## config.mk

```make
export PLATFORM = sky130hd
export DESIGN_NAME = engine_speed_tachometer_top
export DESIGN_NICKNAME = d
export VERILOG_FILES = /design/src/design/est_pkg.sv /design/src/design/est_div.sv /design/src/design/engine_speed_tachometer_top.sv
export SDC_FILE = /design/constraint.sdc
export NUM_CORES = 1
export LEC_CHECK = 0
export BUFFER_PORTS_ARGS = -buffer_cell sky130_fd_sc_hd__buf_2
export CAP_MARGIN = 25
export CORE_MARGIN = 8
export CORE_UTILIZATION = 50
export DETAILED_ROUTE_END_ITERATION = 10
export GPL_TIMING_DRIVEN = 1
export HOLD_SLACK_MARGIN = 0.15
export PLACE_DENSITY_LB_ADDON = 0.25
export SLEW_MARGIN = 10
export SYNTH_ARGS = -nofsm -noshare
export SYNTH_HDL_FRONTEND = slang
export SYNTH_SLANG_ARGS = --single-unit
```

## constraint.sdc

```tcl
create_clock -name i_clk -period 5.95 [get_ports i_clk]
set_clock_uncertainty 0.2 [all_clocks]
set_input_delay 1.19 -clock i_clk [delete_from_list [all_inputs] [get_ports i_clk]]
set_output_delay 1.19 -clock i_clk [all_outputs]
set_load 0.02 [all_outputs]
```

## src/design/est_pkg.sv

```systemverilog
// ----------------------------------------------------------------------------
// Engine speed tachometer package
// Shared widths, constants, sequencer states and divider control type.
// ----------------------------------------------------------------------------
`default_nettype none

package est_pkg;

    localparam int TIME_W  = 32;                    // timestamp width
    localparam int COUNT_W = 8;                     // pulse counter width
    localparam int RPM_W   = 16;                    // result width
    localparam int SPR_W   = 4;                     // sparks per rev register
    localparam int QUOT_W  = 26;                    // 60000000 fits in 26 bits
    localparam int PROD_W  = QUOT_W + COUNT_W;      // quotient times count
    localparam int LOW_W   = RPM_W + SPR_W;         // product bits below clamp
    localparam int PAD_W   = QUOT_W - LOW_W;        // left-align pad for pass 2
    localparam int STEP_W  = $clog2(QUOT_W + 1);    // divider step counter

    localparam logic [QUOT_W-1:0] TICKS_PER_MIN = QUOT_W'(60000000);
    localparam logic [RPM_W-1:0]  RPM_MAX       = '1;
    localparam logic [SPR_W-1:0]  SPR_RESET     = SPR_W'(2);

    localparam logic [STEP_W-1:0] STEPS_PASS1 = STEP_W'(QUOT_W);
    localparam logic [STEP_W-1:0] STEPS_PASS2 = STEP_W'(LOW_W);

    localparam logic OP_PULSE = 1'b0;
    localparam logic OP_READ  = 1'b1;

    typedef enum logic [2:0] {
        S_IDLE,
        S_DIV1_GO,
        S_DIV1_WAIT,
        S_MUL,
        S_DIV2_GO,
        S_DIV2_WAIT,
        S_DONE
    } t_state;

    typedef struct packed {
        logic              start;
        logic [STEP_W-1:0] steps;
    } t_div_ctrl;

endpackage

`default_nettype wire

```

## src/design/est_div.sv

```systemverilog
// ----------------------------------------------------------------------------
// Engine speed tachometer iterative divider
// Restoring divider, one quotient bit per cycle, run for a chosen step count.
// The dividend must be left-aligned to the step count.
// ----------------------------------------------------------------------------
`default_nettype none

module est_div (
    input  wire logic                       i_clk,
    input  wire logic                       i_rst_n,
    input  wire est_pkg::t_div_ctrl         i_ctrl,
    input  wire logic [est_pkg::QUOT_W-1:0] i_dividend,
    input  wire logic [est_pkg::TIME_W-1:0] i_divisor,
    output logic      [est_pkg::QUOT_W-1:0] o_quotient,
    output logic                            o_done
);
    import est_pkg::*;

    logic              r_busy;
    logic              r_done;
    logic [STEP_W-1:0] r_cnt;
    logic [QUOT_W-1:0] r_quo;
    logic [TIME_W-1:0] r_rem;
    logic [TIME_W-1:0] r_dvs;

    logic [TIME_W:0]   w_shift;
    logic [TIME_W:0]   w_diff;
    logic              w_fits;
    logic [TIME_W-1:0] n_rem;

    assign w_shift = {r_rem, r_quo[QUOT_W-1]};
    assign w_diff  = w_shift - {1'b0, r_dvs};
    assign w_fits  = (w_shift >= {1'b0, r_dvs});

    always_comb begin
        if (w_fits) begin
            n_rem = w_diff[TIME_W-1:0];
        end else begin
            n_rem = w_shift[TIME_W-1:0];
        end
    end

    always_ff @(posedge i_clk) begin
        if (!i_rst_n) begin
            r_busy <= 1'b0;
            r_done <= 1'b0;
            r_cnt  <= '0;
        end else begin
            r_done <= 1'b0;
            if (i_ctrl.start) begin
                r_busy <= 1'b1;
                r_cnt  <= i_ctrl.steps;
            end else if (r_busy) begin
                r_cnt <= r_cnt - STEP_W'(1);
                if (r_cnt == STEP_W'(1)) begin
                    r_busy <= 1'b0;
                    r_done <= 1'b1;
                end
            end
        end
    end

    always_ff @(posedge i_clk) begin
        if (i_ctrl.start) begin
            r_quo <= i_dividend;
            r_rem <= '0;
            r_dvs <= i_divisor;
        end else if (r_busy) begin
            r_quo <= {r_quo[QUOT_W-2:0], w_fits};
            r_rem <= n_rem;
        end
    end

    assign o_quotient = r_quo;
    assign o_done     = r_done;

endmodule

`default_nettype wire

```

## src/design/engine_speed_tachometer_top.sv

```systemverilog
// ----------------------------------------------------------------------------
// Engine speed tachometer
// Flow: a pulse is counted, and a read with no pulse seen or with a zero
// interval registers its result directly on acceptance. Other reads run 26
// divider steps for 60000000/dt, a multiply, then 20 steps for the divide by
// sparks per rev (skipped when the product clamps), plus sequencing. One
// transaction at a time; pulses one per cycle while idle, output slot free.
// Reset: synchronous active-low; sparks per rev returns to 2, state clears.
// ----------------------------------------------------------------------------
`default_nettype none

module engine_speed_tachometer_top (
    input  wire logic                       i_clk,
    input  wire logic                       i_rst_n,
    input  wire logic                       i_cfg_we,
    input  wire logic [est_pkg::SPR_W-1:0]  i_cfg_wdata,
    input  wire logic                       i_valid,
    output logic                            o_ready,
    input  wire logic                       i_opcode,
    input  wire logic [est_pkg::TIME_W-1:0] i_time_us,
    output logic                            o_valid,
    input  wire logic                       i_ready,
    output logic      [est_pkg::RPM_W-1:0]  o_rpm,
    output logic                            o_saturated
);
    import est_pkg::*;

    t_state             r_state;
    t_state             n_state;
    logic [SPR_W-1:0]   r_spr;
    logic               r_seen;
    logic [COUNT_W-1:0] r_count;
    logic [TIME_W-1:0]  r_last;
    logic [TIME_W-1:0]  r_dt;
    logic [COUNT_W-1:0] r_cnt_snap;
    logic [PROD_W-1:0]  r_prod;
    logic [RPM_W-1:0]   r_res;
    logic               r_res_sat;
    logic               r_o_valid;
    logic [RPM_W-1:0]   r_rpm;
    logic               r_sat;

    logic               w_in_ready;
    logic               w_accept;
    logic               w_read;
    logic [TIME_W-1:0]  w_dt;
    logic               w_dt_zero;
    logic [SPR_W-1:0]   w_spr_eff;
    logic               w_prod_sat;
    logic               w_slot_free;
    logic               w_load_imm;
    logic               w_load_done;
    t_div_ctrl          w_div_ctrl;
    logic [QUOT_W-1:0]  w_dividend;
    logic [TIME_W-1:0]  w_divisor;
    logic [QUOT_W-1:0]  w_quotient;
    logic               w_div_done;

    assign w_slot_free = !r_o_valid || i_ready;
    assign w_accept    = i_valid && w_in_ready;
    assign w_read      = (i_opcode == OP_READ);
    assign w_dt        = i_time_us - r_last;
    assign w_dt_zero   = (w_dt == '0);
    assign w_spr_eff   = (r_spr == '0) ? SPR_W'(1) : r_spr;
    assign w_prod_sat  = r_prod >= {{(PROD_W-LOW_W){1'b0}}, w_spr_eff, {RPM_W{1'b0}}};
    assign w_load_imm  = w_accept && w_read && (!r_seen || w_dt_zero);
    assign w_load_done = (r_state == S_DONE) && w_slot_free;

    // Next state
    always_comb begin
        n_state = r_state;
        unique case (r_state)
            S_IDLE: begin
                if (w_accept && w_read && r_seen && !w_dt_zero) begin
                    n_state = S_DIV1_GO;
                end
            end
            S_DIV1_GO:   n_state = S_DIV1_WAIT;
            S_DIV1_WAIT: begin
                if (w_div_done) begin
                    n_state = S_MUL;
                end
            end
            S_MUL:       n_state = S_DIV2_GO;
            S_DIV2_GO: begin
                if (w_prod_sat) begin
                    n_state = S_DONE;
                end else begin
                    n_state = S_DIV2_WAIT;
                end
            end
            S_DIV2_WAIT: begin
                if (w_div_done) begin
                    n_state = S_DONE;
                end
            end
            S_DONE: begin
                if (w_slot_free) begin
                    n_state = S_IDLE;
                end
            end
            default:     n_state = S_IDLE;
        endcase
    end

    // Sequencer outputs
    always_comb begin
        w_in_ready       = 1'b0;
        w_div_ctrl.start = 1'b0;
        w_div_ctrl.steps = STEPS_PASS1;
        w_dividend       = TICKS_PER_MIN;
        w_divisor        = r_dt;
        unique case (r_state)
            S_IDLE: begin
                w_in_ready = w_slot_free;
            end
            S_DIV1_GO: begin
                w_div_ctrl.start = 1'b1;
            end
            S_DIV2_GO: begin
                w_div_ctrl.start = !w_prod_sat;
                w_div_ctrl.steps = STEPS_PASS2;
                w_dividend       = {r_prod[LOW_W-1:0], {PAD_W{1'b0}}};
                w_divisor        = {{(TIME_W-SPR_W){1'b0}}, w_spr_eff};
            end
            S_DIV1_WAIT, S_MUL, S_DIV2_WAIT, S_DONE: begin
                w_in_ready = 1'b0;
            end
            default: begin
                w_in_ready = 1'b0;
            end
        endcase
    end

    est_div u_div (
        .i_clk      (i_clk),
        .i_rst_n    (i_rst_n),
        .i_ctrl     (w_div_ctrl),
        .i_dividend (w_dividend),
        .i_divisor  (w_divisor),
        .o_quotient (w_quotient),
        .o_done     (w_div_done)
    );

    // Control state
    always_ff @(posedge i_clk) begin
        if (!i_rst_n) begin
            r_state   <= S_IDLE;
            r_spr     <= SPR_RESET;
            r_seen    <= 1'b0;
            r_count   <= '0;
            r_last    <= '0;
            r_o_valid <= 1'b0;
        end else begin
            r_state <= n_state;
            if (i_cfg_we) begin
                r_spr <= i_cfg_wdata;
            end
            if (w_accept) begin
                if (!w_read) begin
                    r_seen <= 1'b1;
                    if (r_count != '1) begin
                        r_count <= r_count + COUNT_W'(1);
                    end
                end else if (r_seen) begin
                    // counted read: clear and take the new reference time
                    r_seen  <= 1'b0;
                    r_count <= '0;
                    r_last  <= i_time_us;
                end
            end
            if (w_load_imm || w_load_done) begin
                r_o_valid <= 1'b1;
            end else if (i_ready) begin
                r_o_valid <= 1'b0;
            end
        end
    end

    // Datapath
    always_ff @(posedge i_clk) begin
        if (w_accept && w_read) begin
            r_dt       <= w_dt;
            r_cnt_snap <= r_count;
        end
        if (r_state == S_MUL) begin
            r_prod <= PROD_W'(w_quotient) * PROD_W'(r_cnt_snap);
        end
        if ((r_state == S_DIV2_GO) && w_prod_sat) begin
            r_res     <= RPM_MAX;
            r_res_sat <= 1'b1;
        end else if ((r_state == S_DIV2_WAIT) && w_div_done) begin
            r_res     <= w_quotient[RPM_W-1:0];
            r_res_sat <= 1'b0;
        end
        if (w_load_imm) begin
            r_rpm <= r_seen ? RPM_MAX : '0;
            r_sat <= r_seen;
        end else if (w_load_done) begin
            r_rpm <= r_res;
            r_sat <= r_res_sat;
        end
    end

    assign o_ready     = w_in_ready;
    assign o_valid     = r_o_valid;
    assign o_rpm       = r_rpm;
    assign o_saturated = r_sat;

endmodule

`default_nettype wire

```

==> reports/qor.csv, run 1 <==
metric;value;unit
status;finished, final reports clean;
WP data required;6.03;ns
# DRC;0;
yosys warns;0;
Final Wtd Congestion;0.910;
Crit. path cell count;20;
Max-Cap Viols;0;
largest net degree at the start of global routing;56;
Fmax;176;MHz
n_diodes;0;
Overflow after GRT;0;
Final Util;55.3;%
first-pass GRT wire length;78000;um
worst-case headroom to the max-slew limit;39.8;%
worst skew pair latency;0.54;ns
layout cells sized above 1;8.23;%
Final min period;5.69;ns
vias in the first global route;15400;
slowest stage delay, CP;0.55;ns
CP max stage cell;fa_1;
Internal Power;4.22;mW
NetSw;2.40;mW
commonest cells in the netlist;nand2_1, inv_1, and2_1;
Die H;215;um
Worst path most repeated cell;fa_1;
EDFF count, synth;149;
Distinct cells, synth;71;
Vias;15100;
Synth Register Bits;254;
CTS tree;yes;
die area;46400;um^2
Root Buffer;clkbuf_16;
period utilisation layout;95.6;%
Worst Setup End Kind;flop;
Worst Tran Pin Value;0.902;ns
sequential element share of the synthesized area;33.1;%
count leader, synth;nand2_1;
Setup WS pre-CTS;0.189;ns
cell taking the most area after synthesis;edfxtp_1;
DRT Wirelength;46200;um
Worst Hold Class;reg2reg;
CTS hold repair buffers;0;
initial antenna violation count;0;
Crit Path Class;reg2reg;
Flop pwr share;33.3;%
hpwl dp;34900;um
Core Region;39500;um^2
area share of the largest cell type after synthesis;22.5;%
crit path DAT;5.77;ns
initial core utilization;50.4;%
clock buffer depth;3;
R2R cell count;20;
CTS H-Tree Depth;1;
clock power share;26.2;%
setup TNS;0;ns
delay-heaviest family, CP;adder cells;
detailed-router iteration count before antenna repair;5;
boundary pin count;61;
buffers added on ports;60;
Max FO, Critical Path;5;
Filler Cell Count;3525;
Async SR Flop Fraction;0;%
Pins Over Slew Limit;0;
Rows;73;
Layout area overhead;9.72;%
post-route ant nets;0;
Area contributors post-synth;edfxtp_1, fa_1, dfxtp_1;
Clock Sinks;254;
Mapped Nets;2488;
crit path from;r_cnt_snap[7];
Die X;215;um
pwr dens;303;nW/um^2
GR Util All Layers;19.9;%
top_reg_cell synth;edfxtp_1;
Reg2Reg Launch Point;r_cnt_snap[7];
Worst Hold Depth;2;
Setup violations, final;0;
synthesized cell area;19900;um^2
CTS Buf Count;26;
Iteration-0 DRC Markers;1035;
Final Power;6.62;mW
Nets;2527;
Syn Area/Cell;9.14;um^2
Critical Path Source Type;flop;
final worst setup slack;0.260;ns
Fin Hold WS;0.252;ns
Net Sw Frac;36.3;%
share of total power in combinational logic;40.5;%
Min-Delay Startpoint;r_res_sat;
WP buf/inv;4;
critical path, cell by cell;buf_4, and2_1, fa_1, fa_1, fa_1, inv_1, fa_1, inv_1, ha_1, o21ai_0, nand2b_1, a21oi_1, o41ai_2, buf_4, nand4_1, a31oi_2, o21ai_1, o21ai_0, a21oi_1, xnor2_1;
average wire per standard cell;16.7;um
CTS clk-pin slew, worst paths;0.06;ns
vias per cell;5.48;
Leakage Power;9.27;nW
final hold violation count;0;
Mapped Cells;2176;
VDD IR max;0.000215;V
per-stage QoR:
stage               cell area [um^2]  cells
finish                         21800   2760
global route                   21800   2760
CTS                            21600   2743
detailed placement             20700   2695
global placement               20700   2694
floorplan                      19900   2176
metal layers:
metal / GRT usage, % / up-vias / part of all wire, %
met3: 3.15 / 97 / 5.6
met1: 27.2 / 7191 / 46
li1: - / 7405 / -
met5: 0 / - / 0
met2: 32.5 / 440 / 45
met4: 5.47 / 0 / 3.0
worst paths after layout:
path	endpoint	slack (ns)
worst min-delay path	r_res_sat	0.25
worst max register to register	r_prod[30]	0.26
worst min register to register	r_res_sat	0.25
worst max-delay path	r_prod[30]	0.26
registers in the layout (all words and copies together) (netlist names):
signal            flops
o_rpm                16
o_saturated           1
o_valid               1
r_cnt_snap            8
r_count               8
r_dt                 32
r_last               32
r_prod               34
r_res                16
r_res_sat             1
r_seen                1
r_spr                 4
r_state               3
u_div.o_done          1
u_div.o_quotient     26
u_div.r_busy          1
u_div.r_cnt           5
u_div.r_dvs          32
u_div.r_rem          32
worst register-to-register path: stages (launching register included):
cell	delay (ns)
edfxtp_1	0.47
buf_4	0.18
and2_1	0.17
fa_1	0.51
fa_1	0.54
fa_1	0.55
inv_1	0.05
fa_1	0.54
inv_1	0.04
ha_1	0.34
o21ai_0	0.11
nand2b_1	0.09
a21oi_1	0.10
o41ai_2	0.35
buf_4	0.20
nand4_1	0.14
a31oi_2	0.27
o21ai_1	0.16
o21ai_0	0.19
a21oi_1	0.10
xnor2_1	0.13
cell usage in the layout, fill, tap and decap left out, types with 5 or more instances in the layout:
cell | netlist | routed
a21boi_0 | 36 | 36
nor2_1 | 102 | 99
nor3b_1 | 7 | 7
inv_1 | 242 | 240
nand3_1 | 35 | 35
a31oi_1 | 15 | 14
or3_1 | 12 | 12
xor2_1 | 30 | 30
and2_1 | 186 | 186
mux2i_1 | 14 | 14
nor4b_1 | 6 | 6
a21o_1 | 33 | 33
nor2b_1 | 17 | 17
nand2_1 | 299 | 298
o21a_1 | 28 | 28
o211ai_1 | 12 | 12
o31ai_1 | 8 | 7
or2_2 | 5 | 5
mux2_2 | 5 | 5
o21ai_0 | 106 | 104
nor4_1 | 14 | 14
edfxtp_1 | 149 | 149
buf_2 | 1 | 60
nor3_1 | 21 | 21
o21bai_1 | 10 | 10
a21oi_1 | 118 | 118
nand4_1 | 15 | 15
xnor2_1 | 48 | 48
dfxtp_1 | 105 | 104
ha_1 | 124 | 124
a211o_1 | 8 | 8
fa_1 | 146 | 146
clkbuf_16 | 0 | 28
o21ai_1 | 17 | 19
buf_4 | 0 | 39
and3_1 | 15 | 15
nand2b_1 | 19 | 19
o211a_1 | 5 | 5
a211oi_1 | 19 | 16
power groups by stage:
stage / Clock (mW) / Combinational [mW] / Sequential, mW
2_1_floorplan: 0 / 2.02 / 2.20
3_3_place_gp: 0 / 2.58 / 2.23
3_5_place_dp: 0 / 2.61 / 2.24
4_1_cts: 1.77 / 2.65 / 2.20
5_1_grt: 1.84 / 3.04 / 2.22
6_report: 1.73 / 2.68 / 2.20
kinds of logic after synthesis:
logic type      share of synthesized area (%)
fa+ha+maj                                22.5
flops                                    33.1
mux                                     0.988
buf+inv                                  6.43
simple gates                             19.2
xor+xnor                                 3.44
compound gates                           14.4
area by class of cell:
class	count	area (um^2)	share of cell area (%)
Inverter	243	912	4.18
Clock inverter	14	170	0.780
Tap cell	525	657	3.01
Clock buffer	34	753	3.45
Sequential cell	254	6580	30.2
Multi-Input combinational cell	1586	12100	55.4
Timing Repair Buffer	104	658	3.02
repair_timing:
| item | in CTS | in global routing |
|---|---|---|
| resized for setup | 0 | 9 |
| buffers inserted | 0 | 15 |
| endpoints found under the setup margin | 0 | 7 |
Power figures use the tool's default switching activity.
==> run 2, diff against run 1 <==
PLACE_DENSITY = 0.73   (was unset)
PLACE_DENSITY_LB_ADDON = unset   (was 0.25)
==> run 2 against run 1 <==
Compared with the run above: global-route usage rose by 0.14 points; clock power increased by 8%; non-clock buffer count unchanged; core utilization rose by 0.35 points; count of clock-buffer cells in the layout grew 5; critical endpoint is now r_prod[32]; largest power group unchanged.
==> reports/qor.csv, run 2 (synthesis gave the netlist of run 1 again) <==
metric;value;unit;change
layout cells sized above 1;8.34;%;+0.11 points
Layout area overhead;10.4;%;
GR Util All Layers;20.0;%;+0.14 points
CTS Buf Count;29;;+12%
pwr dens;309;nW/um^2;+1.8%
Max FO, Critical Path;7;;+2
post-route ant nets;0;;unchanged
Worst Setup End Kind;flop;;
crit path DAT;5.83;ns;+0.06 ns
setup TNS;0;ns;unchanged
Vias;15400;;+2.0%
Flop pwr share;32.6;%;-0.7 points
Die H;215;um;unchanged
detailed-router iteration count before antenna repair;5;;unchanged
period utilisation layout;96.4;%;+0.74 points
Core Region;39500;um^2;unchanged
Placed Cells;2708;;+0.48%
buffers added on ports;60;;unchanged
clock power share;27.5;%;+1.3 points
CTS H-Tree Depth;1;;unchanged
worst skew pair latency;0.55;ns;about the same
RSZ-0062 raised after global routing;false;;
clock buffer depth;3;;unchanged
Die X;215;um;unchanged
Setup violations, final;0;;unchanged
VDD IR max;0.000215;V;-0.23%
CTS clk-pin slew, worst paths;0.06;ns;about the same
Fmax;174;MHz;-0.77%
worst-case headroom to the max-slew limit;32.2;%;-7.7 points
CTS hold repair buffers;0;;unchanged
final hold violation count;0;;unchanged
hpwl dp;35000;um;+0.21%
# DRC;0;;unchanged
DRT Wirelength;46500;um;+0.73%
Final Wtd Congestion;0.910;;about the same
Overflow after GRT;0;;unchanged
Iteration-0 DRC Markers;1128;;+9.0%
Nets;2530;;+0.12%
largest net degree at the start of global routing;56;;unchanged
share of total power in combinational logic;39.9;%;-0.6 points
Filler Cell Count;3522;;-0.085%
Net Sw Frac;36.1;%;-0.19 points
Critical Path Source Type;flop;;
vias in the first global route;15500;;+0.28%
boundary pin count;61;;unchanged
Largest register FFs;34;;unchanged
Pins Over Slew Limit;0;;unchanged
Max-Cap Viols;0;;unchanged
Final min period;5.73;ns;+0.0442 ns
Top reg by flops;r_prod;;
WP data required;6.04;ns;about the same
commonest non-fill, non-tap cell in the layout;nand2_1;;
CTS tree;yes;;
Crit Path Class;reg2reg;;
initial antenna violation count;3;;+3
most frequent cells in the layout;nand2_1, inv_1, and2_1;;
post-route cell area;21900;um^2;+0.63%
Rows;73;;unchanged
Worst Hold Class;reg2reg;;
NetSw;2.45;mW;+1.9%
Root Buffer;clkbuf_16;;
status;finished, final reports clean;;
Fin Hold WS;0.250;ns;-0.00216 ns
Leakage Power;9.32;nW;+0.63%
Clock Sinks;254;;unchanged
Internal Power;4.33;mW;+2.8%
Final Power;6.78;mW;+2.5%
average wire per standard cell;16.8;um;+0.47%
vias per cell;5.58;;+1.7%
Worst Tran Pin Value;1.02;ns;+0.115 ns
die area;46400;um^2;unchanged
initial core utilization;50.4;%;unchanged
DP Area;20800;um^2;+0.65%
first-pass GRT wire length;78000;um;about the same
non-filler cells, final;2767;;+0.25%
[run 2: path summary, 6_finish.rpt]
check           startpoint         end  slack, ns  cells past startpoint
max reg2reg  r_cnt_snap[7]  r_prod[32]       0.22                     19
min              r_res_sat   r_res_sat       0.25                      2
max          r_cnt_snap[7]  r_prod[32]       0.22                     19
min reg2reg      r_res_sat   r_res_sat       0.25                      2
[run 2: final cells by class]
class	count	area, um^2	share of cell area, %
Clock buffer	39	836	3.81
Timing Repair Buffer	104	701	3.19
Clock inverter	15	179	0.815
Inverter	243	912	4.16
Multi-Input combinational cell	1586	12100	55.1
Antenna cell	1	2.50	0.0114
Tap cell	525	657	2.99
Sequential cell	254	6580	30.0
[run 2: timing repair]
item | 4_1_cts | 5_1_grt
endpoints found under the setup margin | 0 | 6
gates resized for setup | 0 | 6
buffers inserted | 0 | 2
[run 2: critical path, stage by stage, from the launching register on]
cell	delay, ns
edfxtp_1	0.50
buf_4	0.20
and2_1	0.17
fa_1	0.50
fa_1	0.53
fa_1	0.56
inv_1	0.07
fa_1	0.54
inv_1	0.05
ha_1	0.38
a21o_1	0.19
a21o_1	0.16
a21oi_1	0.18
o21bai_1	0.08
a21oi_1	0.26
a31oi_2	0.21
o21a_1	0.21
nor2_1	0.19
o21ai_0	0.15
xor2_1	0.16
[run 2: through the flow]
stage / worst slack, ns / util, %
4_1_cts: 0.222 / 55.4
6_report: 0.216 / 55.6
5_1_grt: 0.0147 / 55.6
2_1_floorplan: 0.332 / -
3_5_place_dp: 0.248 / 52.8
3_3_place_gp: 0.368 / 52.8
[run 2: power by group through the flow]
| stage | Clock (mW) | Sequential [mW] | Combinational, mW |
|---|---|---|---|
| 2_1_floorplan | 0 | 2.20 | 2.02 |
| 3_3_place_gp | 0 | 2.23 | 2.55 |
| 3_5_place_dp | 0 | 2.24 | 2.61 |
| 4_1_cts | 1.90 | 2.20 | 2.65 |
| 5_1_grt | 1.97 | 2.23 | 3.04 |
| 6_report | 1.87 | 2.21 | 2.70 |
[run 2: metal layers]
layer	up-vias	GRT usage (%)	wire length (um)
li1	7407	-	-
met5	-	0	11
met3	110	3.13	3020
met2	493	32.2	21200
met4	2	6.60	1510
met1	7421	27.5	20700
